`src/tds_pkg.sv`:
```
// Shared codes, command set and status bundle for the task dependency scheduler.
`timescale 1ns / 1ps
package tds_pkg;

  // Width of slot fields on the stream ports and of the pending counters
  localparam int unsigned SLOT_W   = 6;
  localparam int unsigned PEND_W   = 7;
  localparam logic [PEND_W-1:0] PEND_MAX = 7'd127;

  // Input item kinds
  localparam logic [1:0] KIND_CREATE   = 2'd0;
  localparam logic [1:0] KIND_DISPATCH = 2'd1;
  localparam logic [1:0] KIND_COMPLETE = 2'd2;
  localparam logic [1:0] KIND_TAKE     = 2'd3;

  // Result kinds
  localparam logic [2:0] RES_CREATED    = 3'd0;
  localparam logic [2:0] RES_DISPATCHED = 3'd1;
  localparam logic [2:0] RES_TAKEN      = 3'd2;
  localparam logic [2:0] RES_PENDING    = 3'd3;
  localparam logic [2:0] RES_FREED      = 3'd4;

  // Slot phases
  localparam logic [1:0] PH_FREE    = 2'd0;
  localparam logic [1:0] PH_CREATED = 2'd1;
  localparam logic [1:0] PH_QUEUED  = 2'd2;
  localparam logic [1:0] PH_TAKEN   = 2'd3;

  // Dependency flag bits
  localparam logic [1:0] FL_DISP = 2'b01;
  localparam logic [1:0] FL_DEP  = 2'b10;
  localparam logic [1:0] FL_BOTH = 2'b11;

  // Datapath commands issued by the controller, one per cycle
  typedef enum logic [4:0] {
    OP_NONE,
    OP_INIT,
    OP_LOAD,
    OP_RD_FH,
    OP_RD_PAR,
    OP_CR_PAR,
    OP_RD_DEP,
    OP_CR_DEP,
    OP_RD_TAIL,
    OP_CR_TAIL,
    OP_CR_FIN,
    OP_RD_TS,
    OP_DISP,
    OP_TAKE0,
    OP_TAKE1,
    OP_TAKE2,
    OP_K_CHECK,
    OP_RD_CUR,
    OP_W_DEC,
    OP_RD_D,
    OP_R_STEP,
    OP_FREE,
    OP_RD_LINK,
    OP_F_EMIT
  } op_e;

  // Datapath status seen by the controller
  typedef struct packed {
    logic [1:0] kind_in;
    logic       out_free;
    logic       full;
    logic       take_empty;
    logic       k_bad;
    logic       w_stop;
    logic       rel_done;
    logic       chain_end;
    logic       init_last;
  } st_t;

endpackage

```
`src/tds_ctrl.sv`:
```
// Sequencer that steps the scheduler datapath through each item's command list.
`timescale 1ns / 1ps
module tds_ctrl
  import tds_pkg::*;
(
  input  logic clk_i,
  input  logic rst_ni,
  input  logic s_axis_tvalid,
  output logic s_axis_tready,
  input  st_t  st_i,
  output op_e  op_o
);

  typedef enum logic [4:0] {
    ST_INIT, ST_IDLE,
    ST_CR0, ST_CR1, ST_CR2, ST_CR3, ST_CR4, ST_CR5, ST_CR6, ST_CR7,
    ST_DS0, ST_DS1,
    ST_TK0, ST_TK1, ST_TK2,
    ST_KC0, ST_KC1,
    ST_WA, ST_WB, ST_RA, ST_RB, ST_FR, ST_FA, ST_FB
  } state_e;

  state_e state_q, state_d;

  assign s_axis_tready = (state_q == ST_IDLE);

  // Pick the command and the next step
  always_comb begin
    op_o    = OP_NONE;
    state_d = state_q;
    unique case (state_q)
      ST_INIT: begin
        op_o = OP_INIT;
        if (st_i.init_last) state_d = ST_IDLE;
      end
      ST_IDLE: begin
        if (s_axis_tvalid) begin
          op_o = OP_LOAD;
          unique case (st_i.kind_in)
            KIND_CREATE:   state_d = ST_CR0;
            KIND_DISPATCH: state_d = ST_DS0;
            KIND_COMPLETE: state_d = ST_KC0;
            KIND_TAKE:     state_d = ST_TK0;
            default:       state_d = ST_IDLE;
          endcase
        end
      end
      ST_CR0: begin
        if (st_i.out_free) begin
          op_o    = OP_RD_FH;
          state_d = st_i.full ? ST_IDLE : ST_CR1;
        end
      end
      ST_CR1: begin op_o = OP_RD_PAR;  state_d = ST_CR2; end
      ST_CR2: begin op_o = OP_CR_PAR;  state_d = ST_CR3; end
      ST_CR3: begin op_o = OP_RD_DEP;  state_d = ST_CR4; end
      ST_CR4: begin op_o = OP_CR_DEP;  state_d = ST_CR5; end
      ST_CR5: begin op_o = OP_RD_TAIL; state_d = ST_CR6; end
      ST_CR6: begin op_o = OP_CR_TAIL; state_d = ST_CR7; end
      ST_CR7: begin
        if (st_i.out_free) begin
          op_o    = OP_CR_FIN;
          state_d = ST_IDLE;
        end
      end
      ST_DS0: begin op_o = OP_RD_TS; state_d = ST_DS1; end
      ST_DS1: begin
        if (st_i.out_free) begin
          op_o    = OP_DISP;
          state_d = ST_IDLE;
        end
      end
      ST_TK0: begin
        if (st_i.out_free) begin
          op_o    = OP_TAKE0;
          state_d = st_i.take_empty ? ST_IDLE : ST_TK1;
        end
      end
      ST_TK1: begin op_o = OP_TAKE1; state_d = ST_TK2; end
      ST_TK2: begin
        if (st_i.out_free) begin
          op_o    = OP_TAKE2;
          state_d = ST_IDLE;
        end
      end
      ST_KC0: begin op_o = OP_RD_TS; state_d = ST_KC1; end
      ST_KC1: begin
        if (st_i.out_free) begin
          op_o    = OP_K_CHECK;
          state_d = st_i.k_bad ? ST_IDLE : ST_WA;
        end
      end
      ST_WA: begin op_o = OP_RD_CUR; state_d = ST_WB; end
      ST_WB: begin
        if (st_i.out_free) begin
          op_o    = OP_W_DEC;
          state_d = st_i.w_stop ? ST_IDLE : ST_RA;
        end
      end
      ST_RA: begin
        if (st_i.rel_done) begin
          state_d = ST_FR;
        end else begin
          op_o    = OP_RD_D;
          state_d = ST_RB;
        end
      end
      ST_RB: begin op_o = OP_R_STEP;  state_d = ST_RA; end
      ST_FR: begin op_o = OP_FREE;    state_d = ST_FA; end
      ST_FA: begin op_o = OP_RD_LINK; state_d = ST_FB; end
      ST_FB: begin
        if (st_i.out_free) begin
          op_o    = OP_F_EMIT;
          state_d = st_i.chain_end ? ST_IDLE : ST_WA;
        end
      end
      default: state_d = ST_IDLE;
    endcase
  end

  // Hold state
  always_ff @(posedge clk_i or negedge rst_ni) begin
    if (!rst_ni) begin
      state_q <= ST_INIT;
    end else begin
      state_q <= state_d;
    end
  end

endmodule

```
`config.mk`:
```
export PLATFORM = sky130hd
export DESIGN_NAME = tds_ctrl
export DESIGN_NICKNAME = d
export VERILOG_FILES = /design/src/tds_pkg.sv /design/src/tds_ctrl.sv
export SDC_FILE = /design/constraint.sdc
export NUM_CORES = 1
export LEC_CHECK = 0
export CORE_MARGIN = 3
export CORE_UTILIZATION = 40
export CTS_BUF_LIST = sky130_fd_sc_hd__clkbuf_16
export CTS_CLUSTER_DIAMETER = 60
export DETAILED_ROUTE_END_ITERATION = 8
export DONT_BUFFER_PORTS = 1
export PLACE_DENSITY_LB_ADDON = 0.15
export SLEW_MARGIN = 25
export SYNTH_ARGS = -nofsm -noshare
export SYNTH_HDL_FRONTEND = slang
export SYNTH_SLANG_ARGS = --single-unit
```
`constraint.sdc`:
```
create_clock -name clk_i -period 2.5 [get_ports clk_i]
set_input_delay 0.5 -clock clk_i [delete_from_list [all_inputs] [get_ports clk_i]]
set_output_delay 0.5 -clock clk_i [all_outputs]
set_load 0.1 [all_outputs]
```
Yosys cells after proc, flatten, opt, wreduce, memory -nomap -nowiden --
Cells that the tools add are included.
Cells by class: eq/ne operators 34, multiplexer cells 27, reduce and logical (&&, ||, !) cells 5
Operator list (number):
- one-hot mux 5 bit (23 select lines) | 1
- one-hot mux 5 bit (22 select lines) | 1
- two-way mux 5 bit | 15
- equality test 5 x 4 -> 1 bit, second input constant | 8
- equality test 5 bit, second input constant | 8
- equality test 5 x 3 -> 1 bit, second input constant | 4
- two-way mux 4 bit | 5
- one-hot mux 5 bit (4 select lines) | 1
- != test 2 bit, second input constant | 7
- equality test 5 x 2 -> 1 bit, second input constant | 2
- AND reduction 8 bit | 1
- two-way mux 2 bit | 3
- equality test 5 x 1 -> 1 bit, second input constant | 1
- logical NOT 5 bit | 1
- equality test 2 bit, second input constant | 2
- OR reduction 3 bit | 1
- equality test 2 x 1 -> 1 bit, second input constant | 1
- logical NOT 2 bit | 1
- != test 2 x 1 -> 1 bit, second input constant | 1
- OR reduction 2 bit | 1
- two-way mux 1 bit | 1
Storage, ports and cells: register bits after elaboration 5, bits of input ports 13, output and inout port bits 6, word-level logic and storage cells 67

Depth between registers and ports, before layout --
depth in word-level cells 4, gate-level depth with buffers 6, mapped depth without buffers 5

Worst setup path before layout --
OpenSTA, ideal clock, no wires.
path kind input to output, start input st_i[7] (netlist name), end output op_o[2], data arrival time 3121 ps, required time 2000 ps, path slack -1121 ps, stages on the path 5, path buffers 1, cells stage by stage clkbuf_1 -> inv_1 -> nor2_1 -> a31oi_1 -> o21ai_0
On the way: longest elaborated chain between the ends 2, elaborated cells between the ends (all ways) 5, those cells by class 5 x mux
RTL lines:
- start, declared | line tds_ctrl.sv:10 | input st_t st_i,
- two-way mux 5 bit (tied with other cells) | line tds_ctrl.sv:112 | if (st_i.out_free) begin
- one-hot mux 5 bit (23 select lines) (*) | line tds_ctrl.sv:31 | unique case (state_q)
- end, declared | line tds_ctrl.sv:11 | output op_e op_o
Mark *: on every way between the ends. The rest lies on a longest branch, timed or not.

Final worst setup path --
start register state_q[4], end output op_o[0]
On the way: longest elaborated chain between the ends 3, elaborated cells between the ends (all ways) 26, those cells by class 23 x eq/ne; 1 x mux; 2 x reduce/logical
RTL lines:
- start, declared | line tds_ctrl.sv:23 | state_e state_q, state_d;
- start signal, assigned | line tds_ctrl.sv:126 | state_q <= state_d;
- equality test 5 x 4 -> 1 bit | line tds_ctrl.sv:31
- OR reduction 2 bit (no line)
- one-hot mux 5 bit (23 select lines) (*) | line tds_ctrl.sv:31
Marked as above.

==> flow_summary.html <==
<table>
<tr><th>Metric</th><th>Value</th></tr>
<tr><th colspan="2">Run status</th></tr>
<tr><td>Status</td><td>completed</td></tr>
<tr><th colspan="2">Die</th></tr>
<tr><td>Die width</td><td>48.8 um</td></tr>
<tr><td>Effective utilization at floorplan</td><td>0.455</td></tr>
<tr><td>DIE AREA</td><td>2380 um^2</td></tr>
<tr><td>Rows</td><td>14</td></tr>
<tr><td># IOs</td><td>19</td></tr>
<tr><td>Chip height</td><td>48.8 um</td></tr>
<tr><td>Core Region</td><td>1610 um^2</td></tr>
<tr><th colspan="2">Drt</th></tr>
<tr><td>Iter 0 DRT Violations</td><td>31</td></tr>
<tr><td>Antenna-violating nets left</td><td>0</td></tr>
<tr><td>Post-DR vias/cell</td><td>5.90</td></tr>
<tr><td>Via total after detailed routing</td><td>843</td></tr>
<tr><td>DRC violations left</td><td>0</td></tr>
<tr><td>Final WL</td><td>2120 um</td></tr>
<tr><td>Detailed-router iteration count before antenna repair</td><td>4</td></tr>
<tr><td>Post-detailed-route wirelength per cell</td><td>14.8 um</td></tr>
<tr><th colspan="2">Logic synthesis</th></tr>
<tr><td>Cell area after synthesis</td><td>733 um^2</td></tr>
<tr><td>Ys flop type</td><td>dfrtp_1</td></tr>
<tr><td>Total nets after synthesis</td><td>122</td></tr>
<tr><td>Post-Syn Area per Cell</td><td>6.73 um^2</td></tr>
<tr><td>Most area-consuming cells after synthesis</td><td>dfrtp_1 (17%), a21oi_1 (8.9%), nor2_1 (7.2%)</td></tr>
<tr><td>Most instantiated cells after synthesis</td><td>nor2_1 (14), a21oi_1 (13), nand2_1 (9)</td></tr>
<tr><td>EDFF count, synth</td><td>0</td></tr>
<tr><td>Number of warnings reported in the yosys synthesis log</td><td>0</td></tr>
<tr><td>Count of distinct cell types in the synthesized netlist</td><td>39</td></tr>
<tr><td>Most common cell in the synthesized netlist</td><td>nor2_1</td></tr>
<tr><td>Portion of synthesized cell area occupied by the leading cell type</td><td>0.171</td></tr>
<tr><td>FF+latch count, synth</td><td>5</td></tr>
<tr><td>Number of instances in the synthesized netlist</td><td>109</td></tr>
<tr><td>Cell accounting for the most synthesized area</td><td>dfrtp_1</td></tr>
<tr><td>Sequential cell area fraction in the yosys report</td><td>0.171</td></tr>
<tr><td>Fraction of synthesis flops using an asynchronous set or reset pin</td><td>1.00</td></tr>
<tr><th colspan="2">Global route</th></tr>
<tr><td>Global-route wire length before repair</td><td>3650 um</td></tr>
<tr><td>Overall global routing resource usage</td><td>0.190</td></tr>
<tr><td>Antenna violations before repair</td><td>0</td></tr>
<tr><td>Remaining global-route overflow</td><td>0</td></tr>
<tr><td>Largest net degree at the start of global routing</td><td>17</td></tr>
<tr><td>Number of global-route vias before repair</td><td>779</td></tr>
<tr><th colspan="2">Critical path</th></tr>
<tr><td>Kind of launch point of the worst setup path</td><td>flop</td></tr>
<tr><td>Critical path fanouts, max</td><td>11</td></tr>
<tr><td>Data required time at the worst endpoint</td><td>2.00 ns</td></tr>
<tr><td>Data arrival time at the worst-slack endpoint</td><td>1.85 ns</td></tr>
<tr><td>Endpoint class of the critical path</td><td>output port</td></tr>
<tr><td>Crit path kind</td><td>reg2out</td></tr>
<tr><th colspan="2">Placed design</th></tr>
<tr><td>Routability cong.</td><td>0.849</td></tr>
<tr><td>Inst Count DP</td><td>138</td></tr>
<tr><td>Final HPWL DP</td><td>1570 um</td></tr>
<tr><td>Number of buffer cells added on primary ports</td><td>0</td></tr>
<tr><th colspan="2">Timing</th></tr>
<tr><td>Unrepaired setup endpoints after global routing</td><td>no</td></tr>
<tr><td>Slew @ Worst Pin</td><td>0.456 ns</td></tr>
<tr><td>Minimum clock period</td><td>2.35 ns</td></tr>
<tr><td>Final period util</td><td>0.938</td></tr>
<tr><td>Worst max-slew margin expressed relative to the limit</td><td>0.696</td></tr>
<tr><td>Final sum of negative setup slack</td><td>0 ns</td></tr>
<tr><td>Number of endpoints with negative hold slack in the final report</td><td>0</td></tr>
<tr><td>Worst Skew</td><td>0.000824 ns</td></tr>
<tr><td>Final Max Tran Viols</td><td>0</td></tr>
<tr><td>Total of endpoints with negative setup slack in the final report</td><td>0</td></tr>
<tr><td>Max Fclk</td><td>426 MHz</td></tr>
<tr><th colspan="2">CTS</th></tr>
<tr><td>Number of buffers between clock root and the deepest sink</td><td>2</td></tr>
<tr><td>Number of buffers added for setup after CTS</td><td>0</td></tr>
<tr><td>Clock tree root buffer cell</td><td>clkbuf_16</td></tr>
<tr><td>Num Clock Sinks</td><td>5</td></tr>
<tr><td>CTS buffer count</td><td>3</td></tr>
<tr><td>Clock tree from TritonCTS</td><td>yes</td></tr>
<tr><td>Htree depth</td><td>1</td></tr>
<tr><td>Clock latency of the later-clocked register in the worst-skew pair</td><td>0.23 ns</td></tr>
<tr><td>Post-CTS clock slew at the launch and capture registers of the worst setup and hold paths</td><td>0.03 ns</td></tr>
<tr><th colspan="2">Finish</th></tr>
<tr><td>Final layout net count</td><td>133</td></tr>
<tr><td>Post-synthesis to final-layout area growth</td><td>35.7%</td></tr>
<tr><td>Largest registers in the final layout</td><td>state_q x5</td></tr>
<tr><td>Number of non-filler instances in the completed layout</td><td>143</td></tr>
<tr><td>Share of final-layout standard cells stronger than drive strength 1</td><td>0.261</td></tr>
<tr><td>Top register by number of flip-flops</td><td>state_q</td></tr>
<tr><td>Flip-flop count of the largest register after layout</td><td>5</td></tr>
<tr><td>Antenna Cells</td><td>0</td></tr>
<tr><th colspan="2">Job</th></tr>
<tr><td>Max_cap viols</td><td>0</td></tr>
<tr><th colspan="2">Worst hold path</th></tr>
<tr><td>Class of the worst hold path</td><td>in2async</td></tr>
</table>
## through the flow
stage | instance area [um^2] | utilization | hold WS, ns | setup WS [ns]
5_1_grt | 995 | 0.617 | 0.582 | 0.0174
4_1_cts | 990 | 0.614 | 0.562 | 0.0771
3_5_place_dp | 901 | 0.559 | 0.205 | 0.313
2_1_floorplan | 791 | - | 0.204 | -0.378
3_3_place_gp | 901 | 0.559 | 0.205 | 0.351
6_report | 995 | 0.617 | 0.564 | 0.154
## per-layer routing
metal | wire length [um] | share of wire | vias up | track usage
met5 | 0 | 0 | - | 0
met4 | 14 | 0.0066 | 0 | 0.0664
met2 | 1020 | 0.48 | 39 | 0.269
met3 | 143 | 0.067 | 2 | 0.0428
met1 | 941 | 0.44 | 384 | 0.279
li1 | - | - | 418 | -
## final timing paths
| path | from | endpoint | slack, ns | cells after the start |
|---|---|---|---|---|
| worst max-delay path | state_q[4] | op_o[0] | 0.15 | 6 |
| worst min-delay path | rst_ni | state_q[1] | 0.56 | 1 |
| worst max register to register | state_q[3] | state_q[0] | 0.56 | 5 |
| worst min register to register | state_q[4] | state_q[4] | 0.72 | 2 |
| max in group asynchronous | rst_ni | state_q[2] | 1.73 | 1 |
| min in group clk_i | st_i[3] | state_q[4] | 0.57 | 3 |
## what timing repair did
action | CTS | global route
resized for setup | 0 | 3
setup endpoints to repair | 0 | 3
endpoints found under the hold margin | 5 | 0
hold buffers | 1 | 0
## logic make-up after synthesis
logic type | Yosys count | share of synthesized area
AND/OR/NAND/NOR | 43 | 0.290
AO/OA/AOI/OAI | 42 | 0.393
buffers and inverters | 16 | 0.0990
flip-flops | 5 | 0.171
multiplexers | 2 | 0.0341
adder cells (fa/ha/maj) | 1 | 0.0137
## cell type report
| cell class | instances | area [um^2] |
|---|---|---|
| Multi-Input combinational cell | 88 | 582 |
| Fill cell | 148 | 617 |
| Clock inverter | 1 | 3.75 |
| Tap cell | 24 | 30.0 |
| Inverter | 6 | 22.5 |
| Timing Repair Buffer | 16 | 153 |
| Sequential cell | 5 | 129 |
| Clock buffer | 3 | 75.1 |
## critical path, stage by stage, from the launching register on
cell,delay (ns)
dfrtp_1,0.53
nand2b_1,0.13
nor3_1,0.19
o21ai_0,0.13
a21o_1,0.23
o211ai_1,0.15
clkbuf_16,0.26
## cells in the final DEF (no fill, tap or decap), types with 2 or more instances in the layout
cell        n
a21o_1      2
a21oi_1    12
a31oi_1     3
buf_4      13
clkbuf_16   4
dfrtp_1     2
dfrtp_2     3
inv_1       7
nand2_1     9
nand3_1     2
nor2_1     12
nor2_2      2
nor2b_1     5
nor3_1      2
o211ai_1    3
o21ai_0     7
o22ai_1     3
Power is left out: the tool's default activity adds up to more than one toggle a clock period on the data nets, which glitch-free logic cannot reach.
